<file path="src/rtl/aapc_pkg.sv">
// Shared types and constants for the airbrake apogee PI control core.
// Holds controller states, datapath operations, status bundle and fixed values.
// No dependencies.
package aapc_pkg;

    localparam logic [31:0] RHO0_Q30  = 32'd1315333734;
    localparam logic [31:0] RATIO_Q32 = 32'd4057451438;
    localparam int          STEP_SHIFT = 25;

    localparam logic [2:0] CFG_GRAVITY   = 3'd0;
    localparam logic [2:0] CFG_DRAG_AREA = 3'd1;
    localparam logic [2:0] CFG_MASS      = 3'd2;
    localparam logic [2:0] CFG_TARGET    = 3'd3;
    localparam logic [2:0] CFG_KP        = 3'd4;
    localparam logic [2:0] CFG_KI        = 3'd5;

    localparam logic [23:0] GRAVITY_RST = 24'd642908;
    localparam logic [31:0] MASS_RST    = 32'd65536;
    localparam logic [31:0] KP_RST      = 32'd128849019;
    localparam logic [31:0] KI_RST      = 32'd42950;

    localparam logic signed [31:0] ALT_UNLOCK = 32'sd65536000;
    localparam logic [31:0]        T_UNLOCK   = 32'd262144;
    localparam logic signed [31:0] V_APOGEE   = 32'sd4915200;

    typedef enum logic [4:0] {
        ST_FILL, ST_IDLE, ST_RD_HI, ST_RD_LO, ST_INTERP, ST_RHO, ST_PD,
        ST_KDIV, ST_KWAIT, ST_VSQ, ST_KV0, ST_KV1, ST_KV2, ST_KV3, ST_KV4,
        ST_DEN, ST_HDIV, ST_HWAIT, ST_PRED, ST_CAPDIV, ST_CWAIT, ST_PMUL,
        ST_EMUL, ST_INTEG, ST_IT0, ST_IT1, ST_IT2, ST_DONE
    } t_state;

    typedef enum logic [4:0] {
        OP_NONE, OP_FILL, OP_LOAD, OP_RD_HI, OP_RD_LO, OP_INTERP, OP_RHO,
        OP_PD, OP_KDIV, OP_VSQ, OP_KV0, OP_KV1, OP_KV2, OP_KV3, OP_KV4,
        OP_DEN, OP_HDIV, OP_PRED, OP_CAPDIV, OP_PMUL, OP_EMUL, OP_INTEG,
        OP_IT0, OP_IT1, OP_IT2, OP_RESULT
    } t_op;

    typedef struct packed {
        logic fill_done;
        logic div_busy;
        logic out_busy;
    } t_stat;

endpackage

</file>
<file path="src/rtl/aapc_ctrl.sv">
// Sequencer for the airbrake apogee PI control core.
// Fills the density memory after reset, then steps the datapath through each tick; uses aapc_pkg.
module aapc_ctrl (
    input  logic           i_clk,
    input  logic           i_rst_n,
    input  logic           i_valid,
    output logic           o_ready,
    input  aapc_pkg::t_stat i_stat,
    output aapc_pkg::t_op  o_op
);
    import aapc_pkg::*;

    t_state r_state;
    t_state n_state;

    always_ff @(posedge i_clk) begin
        if (!i_rst_n) begin
            r_state <= ST_FILL;
        end else begin
            r_state <= n_state;
        end
    end

    always_comb begin
        n_state = r_state;
        o_op    = OP_NONE;
        o_ready = 1'b0;
        case (r_state)
            ST_FILL: begin
                if (i_stat.fill_done) begin
                    n_state = ST_IDLE;
                end else begin
                    o_op = OP_FILL;
                end
            end
            ST_IDLE: begin
                o_ready = 1'b1;
                if (i_valid) begin
                    o_op    = OP_LOAD;
                    n_state = ST_RD_HI;
                end
            end
            ST_RD_HI:  begin o_op = OP_RD_HI;  n_state = ST_RD_LO;  end
            ST_RD_LO:  begin o_op = OP_RD_LO;  n_state = ST_INTERP; end
            ST_INTERP: begin o_op = OP_INTERP; n_state = ST_RHO;    end
            ST_RHO:    begin o_op = OP_RHO;    n_state = ST_PD;     end
            ST_PD:     begin o_op = OP_PD;     n_state = ST_KDIV;   end
            ST_KDIV:   begin o_op = OP_KDIV;   n_state = ST_KWAIT;  end
            ST_KWAIT: begin
                if (!i_stat.div_busy) begin
                    n_state = ST_VSQ;
                end
            end
            ST_VSQ:    begin o_op = OP_VSQ;    n_state = ST_KV0;    end
            ST_KV0:    begin o_op = OP_KV0;    n_state = ST_KV1;    end
            ST_KV1:    begin o_op = OP_KV1;    n_state = ST_KV2;    end
            ST_KV2:    begin o_op = OP_KV2;    n_state = ST_KV3;    end
            ST_KV3:    begin o_op = OP_KV3;    n_state = ST_KV4;    end
            ST_KV4:    begin o_op = OP_KV4;    n_state = ST_DEN;    end
            ST_DEN:    begin o_op = OP_DEN;    n_state = ST_HDIV;   end
            ST_HDIV:   begin o_op = OP_HDIV;   n_state = ST_HWAIT;  end
            ST_HWAIT: begin
                if (!i_stat.div_busy) begin
                    n_state = ST_PRED;
                end
            end
            ST_PRED:   begin o_op = OP_PRED;   n_state = ST_CAPDIV; end
            ST_CAPDIV: begin o_op = OP_CAPDIV; n_state = ST_CWAIT;  end
            ST_CWAIT: begin
                if (!i_stat.div_busy) begin
                    n_state = ST_PMUL;
                end
            end
            ST_PMUL:   begin o_op = OP_PMUL;   n_state = ST_EMUL;   end
            ST_EMUL:   begin o_op = OP_EMUL;   n_state = ST_INTEG;  end
            ST_INTEG:  begin o_op = OP_INTEG;  n_state = ST_IT0;    end
            ST_IT0:    begin o_op = OP_IT0;    n_state = ST_IT1;    end
            ST_IT1:    begin o_op = OP_IT1;    n_state = ST_IT2;    end
            ST_IT2:    begin o_op = OP_IT2;    n_state = ST_DONE;   end
            ST_DONE: begin
                if (!i_stat.out_busy) begin
                    o_op    = OP_RESULT;
                    n_state = ST_IDLE;
                end
            end
            default: n_state = ST_IDLE;
        endcase
    end
endmodule

</file>
<file path="config.mk">
export PLATFORM = sky130hd
export DESIGN_NAME = aapc_ctrl
export DESIGN_NICKNAME = d
export VERILOG_FILES = /design/src/rtl/aapc_pkg.sv /design/src/rtl/aapc_ctrl.sv
export SDC_FILE = /design/constraint.sdc
export NUM_CORES = 1
export LEC_CHECK = 0
export BUFFER_PORTS_ARGS = -buffer_cell sky130_fd_sc_hd__buf_4
export CORE_ASPECT_RATIO = 1.25
export CORE_MARGIN = 2
export CORE_UTILIZATION = 35
export DETAILED_ROUTE_END_ITERATION = 16
export PLACE_DENSITY_LB_ADDON = 0.1
export SLEW_MARGIN = 10
export SYNTH_ARGS = -nofsm -noshare
export SYNTH_HDL_FRONTEND = slang
export SYNTH_SLANG_ARGS = --single-unit
</file>
<file path="constraint.sdc">
create_clock -name i_clk -period 4.1 [get_ports i_clk]
set_input_delay 1.025 -clock i_clk [delete_from_list [all_inputs] [get_ports i_clk]]
set_output_delay 1.025 -clock i_clk [all_outputs]
set_load 0.005 [all_outputs]
</file>
==> results of run 1 <==
==> power by group through the flow <==
stage	combinational [uW]	sequential, uW	clock [uW]
CTS	101	85.8	59.4
detailed placement	100	86.6	0
global placement	99.6	87.6	0
floorplan	102	61.3	0
global route	112	90.1	63.2
finish	99.0	86.3	55.3
==> worst max path at each step <==
| stage | from | endpoint | slack [ns] | depth (start not counted) |
|---|---|---|---|---|
| floorplan | i_stat[2] | o_op[0] | 1.46 | 4 |
| global placement | i_stat[2] | o_op[0] | 1.13 | 6 |
| detailed placement | i_stat[2] | o_op[0] | 1.13 | 6 |
| CTS | r_state[2]$_SDFFE_PN0P_ | o_op[0] | 0.98 | 5 |
| global route | r_state[2]$_SDFFE_PN0P_ | o_op[0] | 0.83 | 5 |
| finish | r_state[2]$_SDFFE_PN0P_ | o_op[0] | 1.01 | 5 |
==> synthesized netlist by cell type, drive strengths merged (3+ instances only) <==
cell	count
a21oi	8
a31oi	5
buf	9
dfxtp	5
inv	4
nand2	10
nand2b	3
nand3	3
nor2	3
nor4b	3
o21ai	6
xor2	3
==> layer usage <==
| layer | vias to the layer above | global-route usage [%] | wire (um) |
|---|---|---|---|
| li1 | 332 | - | - |
| met1 | 303 | 19.5 | 717 |
| met2 | 9 | 24.1 | 704 |
| met3 | 0 | 2.43 | 41 |
| met4 | 0 | 7.81 | 0 |
| met5 | - | 0 | 0 |
==> critical path: cells and delay by family (launching register included) <==
family	cells	cell delay (ns)
buffers and inverters	1	0.13
AND/OR/NAND/NOR	1	0.21
flip-flops	1	0.86
AO/OA/AOI/OAI	3	0.62
==> cell type report <==
| cell class | instances | area, sq um | area share, % |
|---|---|---|---|
| multi-input combinational | 69 | 463 | 65.1 |
| tap | 19 | 23.8 | 3.35 |
| sequential | 5 | 100 | 14.1 |
| inverter | 4 | 15.0 | 2.11 |
| timing repair buffer | 11 | 82.6 | 11.6 |
| clock buffer | 4 | 26.3 | 3.70 |
==> stage by stage <==
| step | setup WS [ns] | hold slack (ns) | util (%) | instances | total power [uW] |
|---|---|---|---|---|---|
| 6_report | 1.01 | 0.793 | 40.3 | 112 | 241 |
| 5_1_grt | 0.826 | 0.858 | 40.3 | 112 | 265 |
| 4_1_cts | 0.982 | 0.798 | 40.3 | 112 | 246 |
| 3_5_place_dp | 1.13 | 0.790 | 38.8 | 108 | 187 |
| 3_3_place_gp | 1.13 | 0.795 | 38.8 | 108 | 187 |
| 2_1_floorplan | 1.46 | 0.659 | - | 87 | 164 |
==> cells by family after synthesis <==
family	count (synthesis)	share of synthesized area (%)
flops	5	15.4
buf+inv	13	13.3
xor+xnor	5	6.74
compound gates	29	30.8
simple gates	33	30.6
mux	2	3.08
==> impl_metrics.env, run 1 <==
export IMPL_status="finished, final reports clean"
export IMPL_seq_area_frac_synth_pct=15.4
export IMPL_n_fill_cell=205
export IMPL_fin_crit_ns=3.09
export IMPL_comb_power_share_pct=41.1
export IMPL_synth_cell_types=39
export IMPL_final_common_cell="buf_4"
export IMPL_vias=644
export IMPL_r2r_start="r_state[2]$_SDFFE_PN0P_"
export IMPL_whs_path_depth=1
export IMPL_drtAntennaViolNets=0
export IMPL_p_switching_uw=93.5
export IMPL_worstPathRequired_ns=3.07
export IMPL_rsz0062_at_grt="false"
export IMPL_largest_registers="r_state: 5 flops"
export IMPL_htree_levels=1
export IMPL_fin_area_sq_um=711
export IMPL_cts_hold_buf=0
export IMPL_cp_max_fo=24
export IMPL_swShare_pct=38.8
export IMPL_cpPeakStageDelay_ns=0.86
export IMPL_hold_viol_final=0
export IMPL_synthTopCellsByArea="dfxtp_1 (15%), a21oi_1 (6.2%), nand2_1 (5.8%), buf_6 (5.2%), a31oi_1 (4.8%)"
export IMPL_path_cells="nor2_1, a211oi_1, a21oi_1, a311o_1, buf_4"
export IMPL_worstHoldPathType="flip-flop to flip-flop"
export IMPL_die_x_um=42.5
export IMPL_min_from="r_state[4]$_SDFFE_PN0P_"
export IMPL_die_area_sq_um=2220
export IMPL_tightest_slew_ns=0.840
export IMPL_fin_crit_sh_pct=75.4
export IMPL_layout_common_cells="buf_4 (11), nand2_1 (10), a21oi_1 (8)"
export IMPL_routedWlPerCell_um=13.1
export IMPL_drv_cap=0
export IMPL_synth_ff_type="dfxtp_1"
export IMPL_rows=17
export IMPL_p_int_uw=147
export IMPL_grt_pass1_vias=560
export IMPL_finalNetCount=100
export IMPL_synth_top_area_share_pct=15.4
export IMPL_clk_path_buf_depth=2
export IMPL_syn_area_sq_um=649
export IMPL_path_clk_slew_ns=0.04
export IMPL_crit_type="flip-flop to output port"
export IMPL_syn_to_final_growth_pct=9.44
export IMPL_core_area_sq_um=1770
export IMPL_maxSlewHeadroom_pct=43.9
export IMPL_clock_sinks=5
export IMPL_drcViolationCount=0
export IMPL_power_frac_seq_pct=35.9
export IMPL_cts_setup_buffers=0
export IMPL_synth_warnings=0
export IMPL_power_leakage_uw=0.000274
export IMPL_p_clk_share_pct=23.0
export IMPL_arrival_ns=2.06
export IMPL_min_to="r_state[4]$_SDFFE_PN0P_"
export IMPL_post_dp_cell_area_sq_um=684
export IMPL_place_congestion=0.666
export IMPL_netlist_instances=87
export IMPL_numCtsBuffers=3
export IMPL_ir_drop_mv=0.208
export IMPL_setup_viol=0
export IMPL_io_buffers=11
export IMPL_p_per_area_nw_per_um2=339
export IMPL_r2r_setup_slack_ns=2.43
export IMPL_yosysTopAreaCell="dfxtp_1"
export IMPL_syn_nets=93
export IMPL_tns_ns=0
export IMPL_cts_tree="yes"
export IMPL_viasPerCell=5.75
export IMPL_fmax_mhz=324
export IMPL_largest_reg_flops=5
export IMPL_start_util_pct=36.8
export IMPL_syn_area_per_cell_sq_um=7.46
export IMPL_cts_resized=0
export IMPL_grt_overflow=0
export IMPL_antennaDiodeCount=0
export IMPL_grt_pass1_wl_um=2580
export IMPL_clock_latency_ns=0.24
export IMPL_ios=12
export IMPL_r2r_cells=4
export IMPL_routed_wirelength_um=1460
export IMPL_largest_register="r_state"
export IMPL_maxSlewViolCount=0
export IMPL_async_flop_share_pct=0
export IMPL_antenna_found_initial=0
export IMPL_clock_skew_ns=0.00232
export IMPL_grt_max_degree=25
export IMPL_die_y_um=52.2
export IMPL_critPathSlowestCell="dfxtp_1"
export IMPL_drive_above_1_share_pct=22.6
export IMPL_synth_edf_count=0
export IMPL_cts_root_buf="clkbuf_4"
export IMPL_grt_use_total_pct=15.1
export IMPL_dp_hpwl_um=991
export IMPL_setup_worst_path_end_class="output port"
export IMPL_crit_path_start_kind="flip-flop"
export IMPL_rr_endpoint="r_state[0]$_SDFFE_PN0P_"
export IMPL_drtIter0Drc=7
export IMPL_synth_seq_cells=5
export IMPL_firstDrtPassIters=4
No activity file was read; power rests on OpenSTA's default activity.
==> run 2, diff against run 1 <==
--- a/config.mk
+++ b/config.mk
@@ -5,6 +5,7 @@
 export SDC_FILE = /design/constraint.sdc
 export NUM_CORES = 1
 export LEC_CHECK = 0
+export ABC_AREA = 1
 export BUFFER_PORTS_ARGS = -buffer_cell sky130_fd_sc_hd__buf_4
 export CORE_ASPECT_RATIO = 1.25
 export CORE_MARGIN = 2
==> constraint.sdc (replaced) <==
create_clock -name i_clk -period 3.2 [get_ports i_clk]
set_input_delay 0.8 -clock i_clk [delete_from_list [all_inputs] [get_ports i_clk]]
set_output_delay 0.8 -clock i_clk [all_outputs]
set_load 0.005 [all_outputs]
==> run 2 against run 1 <==
- via count rose by 41%
- power rose to 3.1 times the previous value
- first-iteration DRC count rose to 5.3 times the previous value
==> impl_metrics.env, run 2 <==
export IMPL_grt_pass1_wl_um=3640
export IMPL_drtIter0Drc=37
export IMPL_viasPerCell=5.58
export IMPL_synth_top_area_share_pct=15.2
export IMPL_die_x_um=45.9
export IMPL_place_ws_ns=0.915
export IMPL_tns_ns=0
export IMPL_use_met3_pct=1.93
export IMPL_yosysTopAreaCell="nand2_1"
export IMPL_antennaDiodeCount=0
export IMPL_cts_resized=0
export IMPL_layout_setup_ws_ns=0.610
export IMPL_synth_edf_count=0
export IMPL_routed_wirelength_um=2170
export IMPL_routedWlPerCell_um=13.3
export IMPL_fin_crit_sh_pct=80.9
export IMPL_multi_input_area_sq_um=546
export IMPL_maxSlewViolCount=0
export IMPL_hold_viol_final=0
export IMPL_largest_register="r_state"
export IMPL_seq_area_frac_synth_pct=13.1
export IMPL_grt_max_degree=15
export IMPL_cts_root_buf="clkbuf_4"
export IMPL_grtUsageMet2_pct=27.2
export IMPL_grt_pass1_vias=870
export IMPL_gr_usage_met1_pct=22.4
export IMPL_drive_above_1_share_pct=25.9
export IMPL_syn_to_final_growth_pct=11.1
export IMPL_antenna_found_initial=0
export IMPL_cts_hold_buf=0
export IMPL_final_common_cell="nand2_1"
export IMPL_crit_type="flip-flop to output port"
export IMPL_utilization_pct=42.0
export IMPL_setup_worst_path_end_class="output port"
export IMPL_cts_setup_buffers=0
export IMPL_grt_use_total_pct=18.8
export IMPL_place_congestion=1.00
export IMPL_dp_hpwl_um=1770
export IMPL_tightest_slew_ns=0.575
export IMPL_synth_commonest_cells="nand2_1 (31), nor2_1 (21), nand3_1 (18)"
export IMPL_io_buffers=11
export IMPL_firstDrtPassIters=4
export IMPL_synthTopCellsByArea="nand2_1 (15%), dfxtp_1 (13%), nand3_1 (12%), nor2_1 (10%), inv_1 (5.4%)"
export IMPL_synth_warnings=0
export IMPL_synth_seq_cells=5
export IMPL_synth_ff_type="dfxtp_1"
export IMPL_register_area_sq_um=100
export IMPL_grt_overflow=0
export IMPL_vias=910
export IMPL_layout_common_cells="nand2_1 (31), nor2_1 (21), nand3_1 (18)"
export IMPL_arrival_ns=1.79
export IMPL_n_fill_cell=233
export IMPL_ir_drop_mv=0.469
export IMPL_drv_cap=0
export IMPL_crit_path_start_kind="flip-flop"
export IMPL_p_per_area_nw_per_um2=867
export IMPL_grt_busiest_layer="met2"
export IMPL_clk_path_buf_depth=2
export IMPL_drtAntennaViolNets=0
export IMPL_worstPathRequired_ns=2.40
export IMPL_cp_max_fo=14
export IMPL_maxSlewHeadroom_pct=61.6
export IMPL_fin_crit_ns=2.59
export IMPL_htree_levels=1
export IMPL_rsz0062_at_grt="false"
export IMPL_cts_tree="yes"
export IMPL_syn_nets=139
export IMPL_path_clk_slew_ns=0.04
export IMPL_largest_registers="r_state: 5 flops"
export IMPL_die_area_sq_um=2580
export IMPL_drcViolationCount=0
export IMPL_status="finished, final reports clean"
export IMPL_clock_latency_ns=0.24
export IMPL_finalNetCount=150
export IMPL_start_util_pct=37.8
export IMPL_rows=18
export IMPL_async_flop_share_pct=0
export IMPL_core_area_sq_um=2030
export IMPL_ios=12
export IMPL_yosysMostFrequentCell="nand2_1"
export IMPL_clock_skew_ns=0.00291
export IMPL_syn_area_per_cell_sq_um=5.77
export IMPL_syn_area_sq_um=767
export IMPL_synth_cell_types=24
export IMPL_numCtsBuffers=3
export IMPL_die_y_um=56.3
export IMPL_fmax_mhz=386
export IMPL_worstHoldPathType="flip-flop to flip-flop"
export IMPL_power_leakage_uw=0.000482
export IMPL_setup_viol=0
export IMPL_largest_reg_flops=5
export IMPL_clock_sinks=5
export IMPL_netlist_instances=133
[run 2: changes by cell type in the layout (fill, tap and decap cells not counted), moves of 3 or more]
cell      before  now
nand2_1       10   31
nor2_1         3   21
nand3_1        2   18
inv_1          4   11
inv_2          0    5
nand4_1        1    6
a31oi_1        5    1
nor2_2         0    4
o21ai_0        5    1
nand2_2        0    3
nand2_4        0    3
nand2b_1       3    0
nor2_4         0    3
xor2_1         3    0
[run 2: per-stage QoR]
step                      power (uW)  cells  area, sq um  hold WS, ns
after floorplan                  535    133          767        0.625
after global placement           674    159          826        0.689
after detailed placement         663    159          826        0.695
after CTS                        739    163          852        0.700
after global routing             813    163          852        0.744
final                            738    163          852        0.688
[run 2: path summary, 6_finish.rpt]
check | from | endpoint | slack (ns) | cells past startpoint
setup / recovery | r_state[4]$_SDFFE_PN0P_ | o_op[2] | 0.61 | 6
hold / removal | r_state[2]$_SDFFE_PN0P_ | r_state[2]$_SDFFE_PN0P_ | 0.69 | 2
setup reg to reg | r_state[4]$_SDFFE_PN0P_ | r_state[4]$_SDFFE_PN0P_ | 1.44 | 7
hold reg to reg | r_state[2]$_SDFFE_PN0P_ | r_state[2]$_SDFFE_PN0P_ | 0.69 | 2
[run 2: worst max-delay path: stages, from the launching register on]
cell	delay, ns
dfxtp_1	0.68
inv_2	0.22
nand2_1	0.14
nor2_2	0.06
nor2_2	0.17
o2111ai_1	0.12
buf_4	0.16
[run 2: logic make-up after synthesis]
| kind of cell | after synthesis | synth area share, % |
|---|---|---|
| buffers and inverters | 23 | 15.8 |
| AOI/OAI and AO/OA | 11 | 7.83 |
| DFF | 5 | 13.1 |
| and+or+nand+nor | 94 | 63.3 |
[run 2: layer usage]
| metal | vias to the layer above | share of wire, % |
|---|---|---|
| met3 | 16 | 7.1 |
| met4 | 0 | 6.9 |
| met5 | - | 0 |
| li1 | 454 | - |
| met2 | 50 | 48 |
| met1 | 390 | 38 |
[run 2: final cells by class]
cell class | count | share of cell area [%]
clock buffers | 4 | 3.08
inverters | 18 | 8.52
multi-input cells | 105 | 64.0
flip-flops and latches | 5 | 11.7
well taps | 20 | 2.94
repair buffers | 11 | 9.69
[run 2: report_power, final]
part,switching (uW),total [uW],internal (uW)
clock,24.1,71.2,47.0
sequential,73.6,160,85.9
combinational,308,508,199
==> run 3, diff against run 2 <==
==> constraint.sdc (replaced) <==
create_clock -name i_clk -period 2.37 [get_ports i_clk]
set_input_delay 0.5925 -clock i_clk [delete_from_list [all_inputs] [get_ports i_clk]]
set_output_delay 0.5925 -clock i_clk [all_outputs]
set_load 0.005 [all_outputs]
==> run 3 against run 2 <==
- cell count grew 0.61%
- global-route usage shrank 0.25 points
- combinational power grew 40%
- clock skew shrank 0.0012 ns
- first-iteration DRC count shrank 16%
- non-clock buffer count grew 1
- via count shrank 2.9%
- final area grew 1.3%
- largest power group unchanged
- critical endpoint unchanged
- count of clock-buffer cells in the layout is the same
- sequential power grew 29%
- die area is the same
- power grew 37%
==> impl_metrics.env, run 3 (synthesis gave the netlist of run 2 again) <==
export IMPL_status="finished, final reports clean"
export IMPL_rsz0062_at_grt="false"
export IMPL_cpPeakStageDelay_ns=0.35
export IMPL_largest_register="r_state"
export IMPL_largest_registers="r_state: 5 flops"
export IMPL_final_common_cell="nand2_1"
export IMPL_routedWlPerCell_um=12.7
export IMPL_setup_viol=0
export IMPL_cp_max_fo=5
export IMPL_clk_path_buf_depth=2
export IMPL_die_y_um=56.3
export IMPL_cts_resized=0
export IMPL_path_cells="buf_4, inv_2, nand2_1, nand2_1, nor2_2, nor2_2, o2111ai_1, buf_4"
export IMPL_core_area_sq_um=2030
export IMPL_highest_layer="met4"
export IMPL_antenna_found_initial=0
export IMPL_grt_pass1_vias=827
export IMPL_grt_pass1_wl_um=3580
export IMPL_clock_skew_ns=0.00174
export IMPL_grt_max_degree=15
export IMPL_syn_to_final_growth_pct=12.6
export IMPL_cts_hold_buf=0
export IMPL_ir_drop_mv=0.545
export IMPL_firstDrtPassIters=4
export IMPL_clock_latency_ns=0.24
export IMPL_drtIter0Drc=31
export IMPL_ios=12
export IMPL_start_util_pct=37.8
export IMPL_grt_overflow=0
export IMPL_cts_root_buf="clkbuf_4"
export IMPL_crit_type="flip-flop to output port"
export IMPL_rows=18
export IMPL_place_ws_ns=0.296
export IMPL_drtAntennaViolNets=0
export IMPL_met2_length_um=1030
export IMPL_cts_setup_buffers=0
export IMPL_utilization_pct=42.6
export IMPL_path_buf_inv=3
export IMPL_dp_hpwl_um=1730
export IMPL_vias=884
export IMPL_tightest_slew_ns=0.459
export IMPL_arrival_ns=1.62
export IMPL_die_x_um=45.9
export IMPL_drv_cap=0
export IMPL_grt_use_total_pct=18.5
export IMPL_maxSlewViolCount=0
export IMPL_wl_met3_um=115
export IMPL_htree_levels=1
export IMPL_antennaDiodeCount=0
export IMPL_p_per_area_nw_per_um2=1170
export IMPL_place_congestion=0.994
export IMPL_io_buffers=11
export IMPL_numCtsBuffers=3
export IMPL_die_area_sq_um=2580
export IMPL_cts_tree="yes"
export IMPL_crit_path_start_kind="flip-flop"
export IMPL_layout_common_cells="nand2_1 (31), nor2_1 (21), nand3_1 (18)"
export IMPL_setup_worst_path_end_class="output port"
export IMPL_critPathSlowestCell="dfxtp_1"
export IMPL_fmax_mhz=453
export IMPL_whs_ns=0.597
export IMPL_fin_crit_sh_pct=93.2
export IMPL_viasPerCell=5.39
export IMPL_worstPathRequired_ns=1.78
export IMPL_wl_met1_um=872
export IMPL_power_leakage_uw=0.000488
export IMPL_largest_reg_flops=5
export IMPL_maxSlewHeadroom_pct=69.1
export IMPL_drcViolationCount=0
export IMPL_worstHoldPathType="primary input to flip-flop"
export IMPL_clock_sinks=5
export IMPL_finalNetCount=151
export IMPL_routed_wirelength_um=2090
export IMPL_hold_viol_final=0
export IMPL_drive_above_1_share_pct=28.5
export IMPL_path_clk_slew_ns=0.04
export IMPL_layout_setup_ws_ns=0.162
export IMPL_tns_ns=0
export IMPL_crit_family="simple AND/OR/NAND/NOR gates"
export IMPL_fin_crit_ns=2.21
run 3: cell types whose count changed in the layout (fill, tap and decap cells not counted):
| cell | previous run | this run |
|---|---|---|
| dfxtp_1 | 5 | 2 |
| dfxtp_2 | 0 | 3 |
| buf_4 | 11 | 12 |
run 3: area by class of cell:
cell class	instances	area [sq um]
Multi-Input combinational cell	105	546
Tap cell	20	25.0
Timing Repair Buffer	12	90.1
Inverter	18	72.6
Clock buffer	4	26.3
Sequential cell	5	104
Fill cell	221	1160
run 3: metrics by stage:
step                      total power, uW  cell area (sq um)  instances
after floorplan                       723                767        133
after global placement                924                833        160
after detailed placement              903                833        160
after CTS                            1010                860        164
after global routing                 1120                863        164
final                                1010                863        164
run 3: worst register-to-register path: stages (launching register included):
cell and delay (ns):
dfxtp_1 0.35, buf_4 0.18, nor2_1 0.24, nand4_1 0.25, nand2_1 0.19, nor2_4 0.06
nand2_4 0.08, nand2_1 0.05, nand2_1 0.05, nor2_1 0.04
run 3: final timing paths:
path | start | cells after the start | endpoint | slack (ns)
worst max register to register | r_state[0]$_SDFFE_PN0P_ | 9 | r_state[0]$_SDFFE_PN0P_ | 0.79
worst min-delay path | i_rst_n | 3 | r_state[3]$_SDFFE_PN0P_ | 0.60
worst min register to register | r_state[4]$_SDFFE_PN0P_ | 2 | r_state[4]$_SDFFE_PN0P_ | 0.63
worst max-delay path | r_state[0]$_SDFFE_PN0P_ | 8 | o_op[2] | 0.16
run 3: power breakdown:
part	internal, uW	leakage [uW]	switching, uW
Clock	63.5	0.0000150	32.4
Sequential	120	0.0000423	86.2
Combinational	279	0.000431	433
run 3: routing by layer:
layer | vias to the layer above | GRT usage, %
li1 | 454 | -
met1 | 389 | 25.0
met2 | 32 | 27.4
met3 | 9 | 2.57
met4 | 0 | 10.2
met5 | - | 0
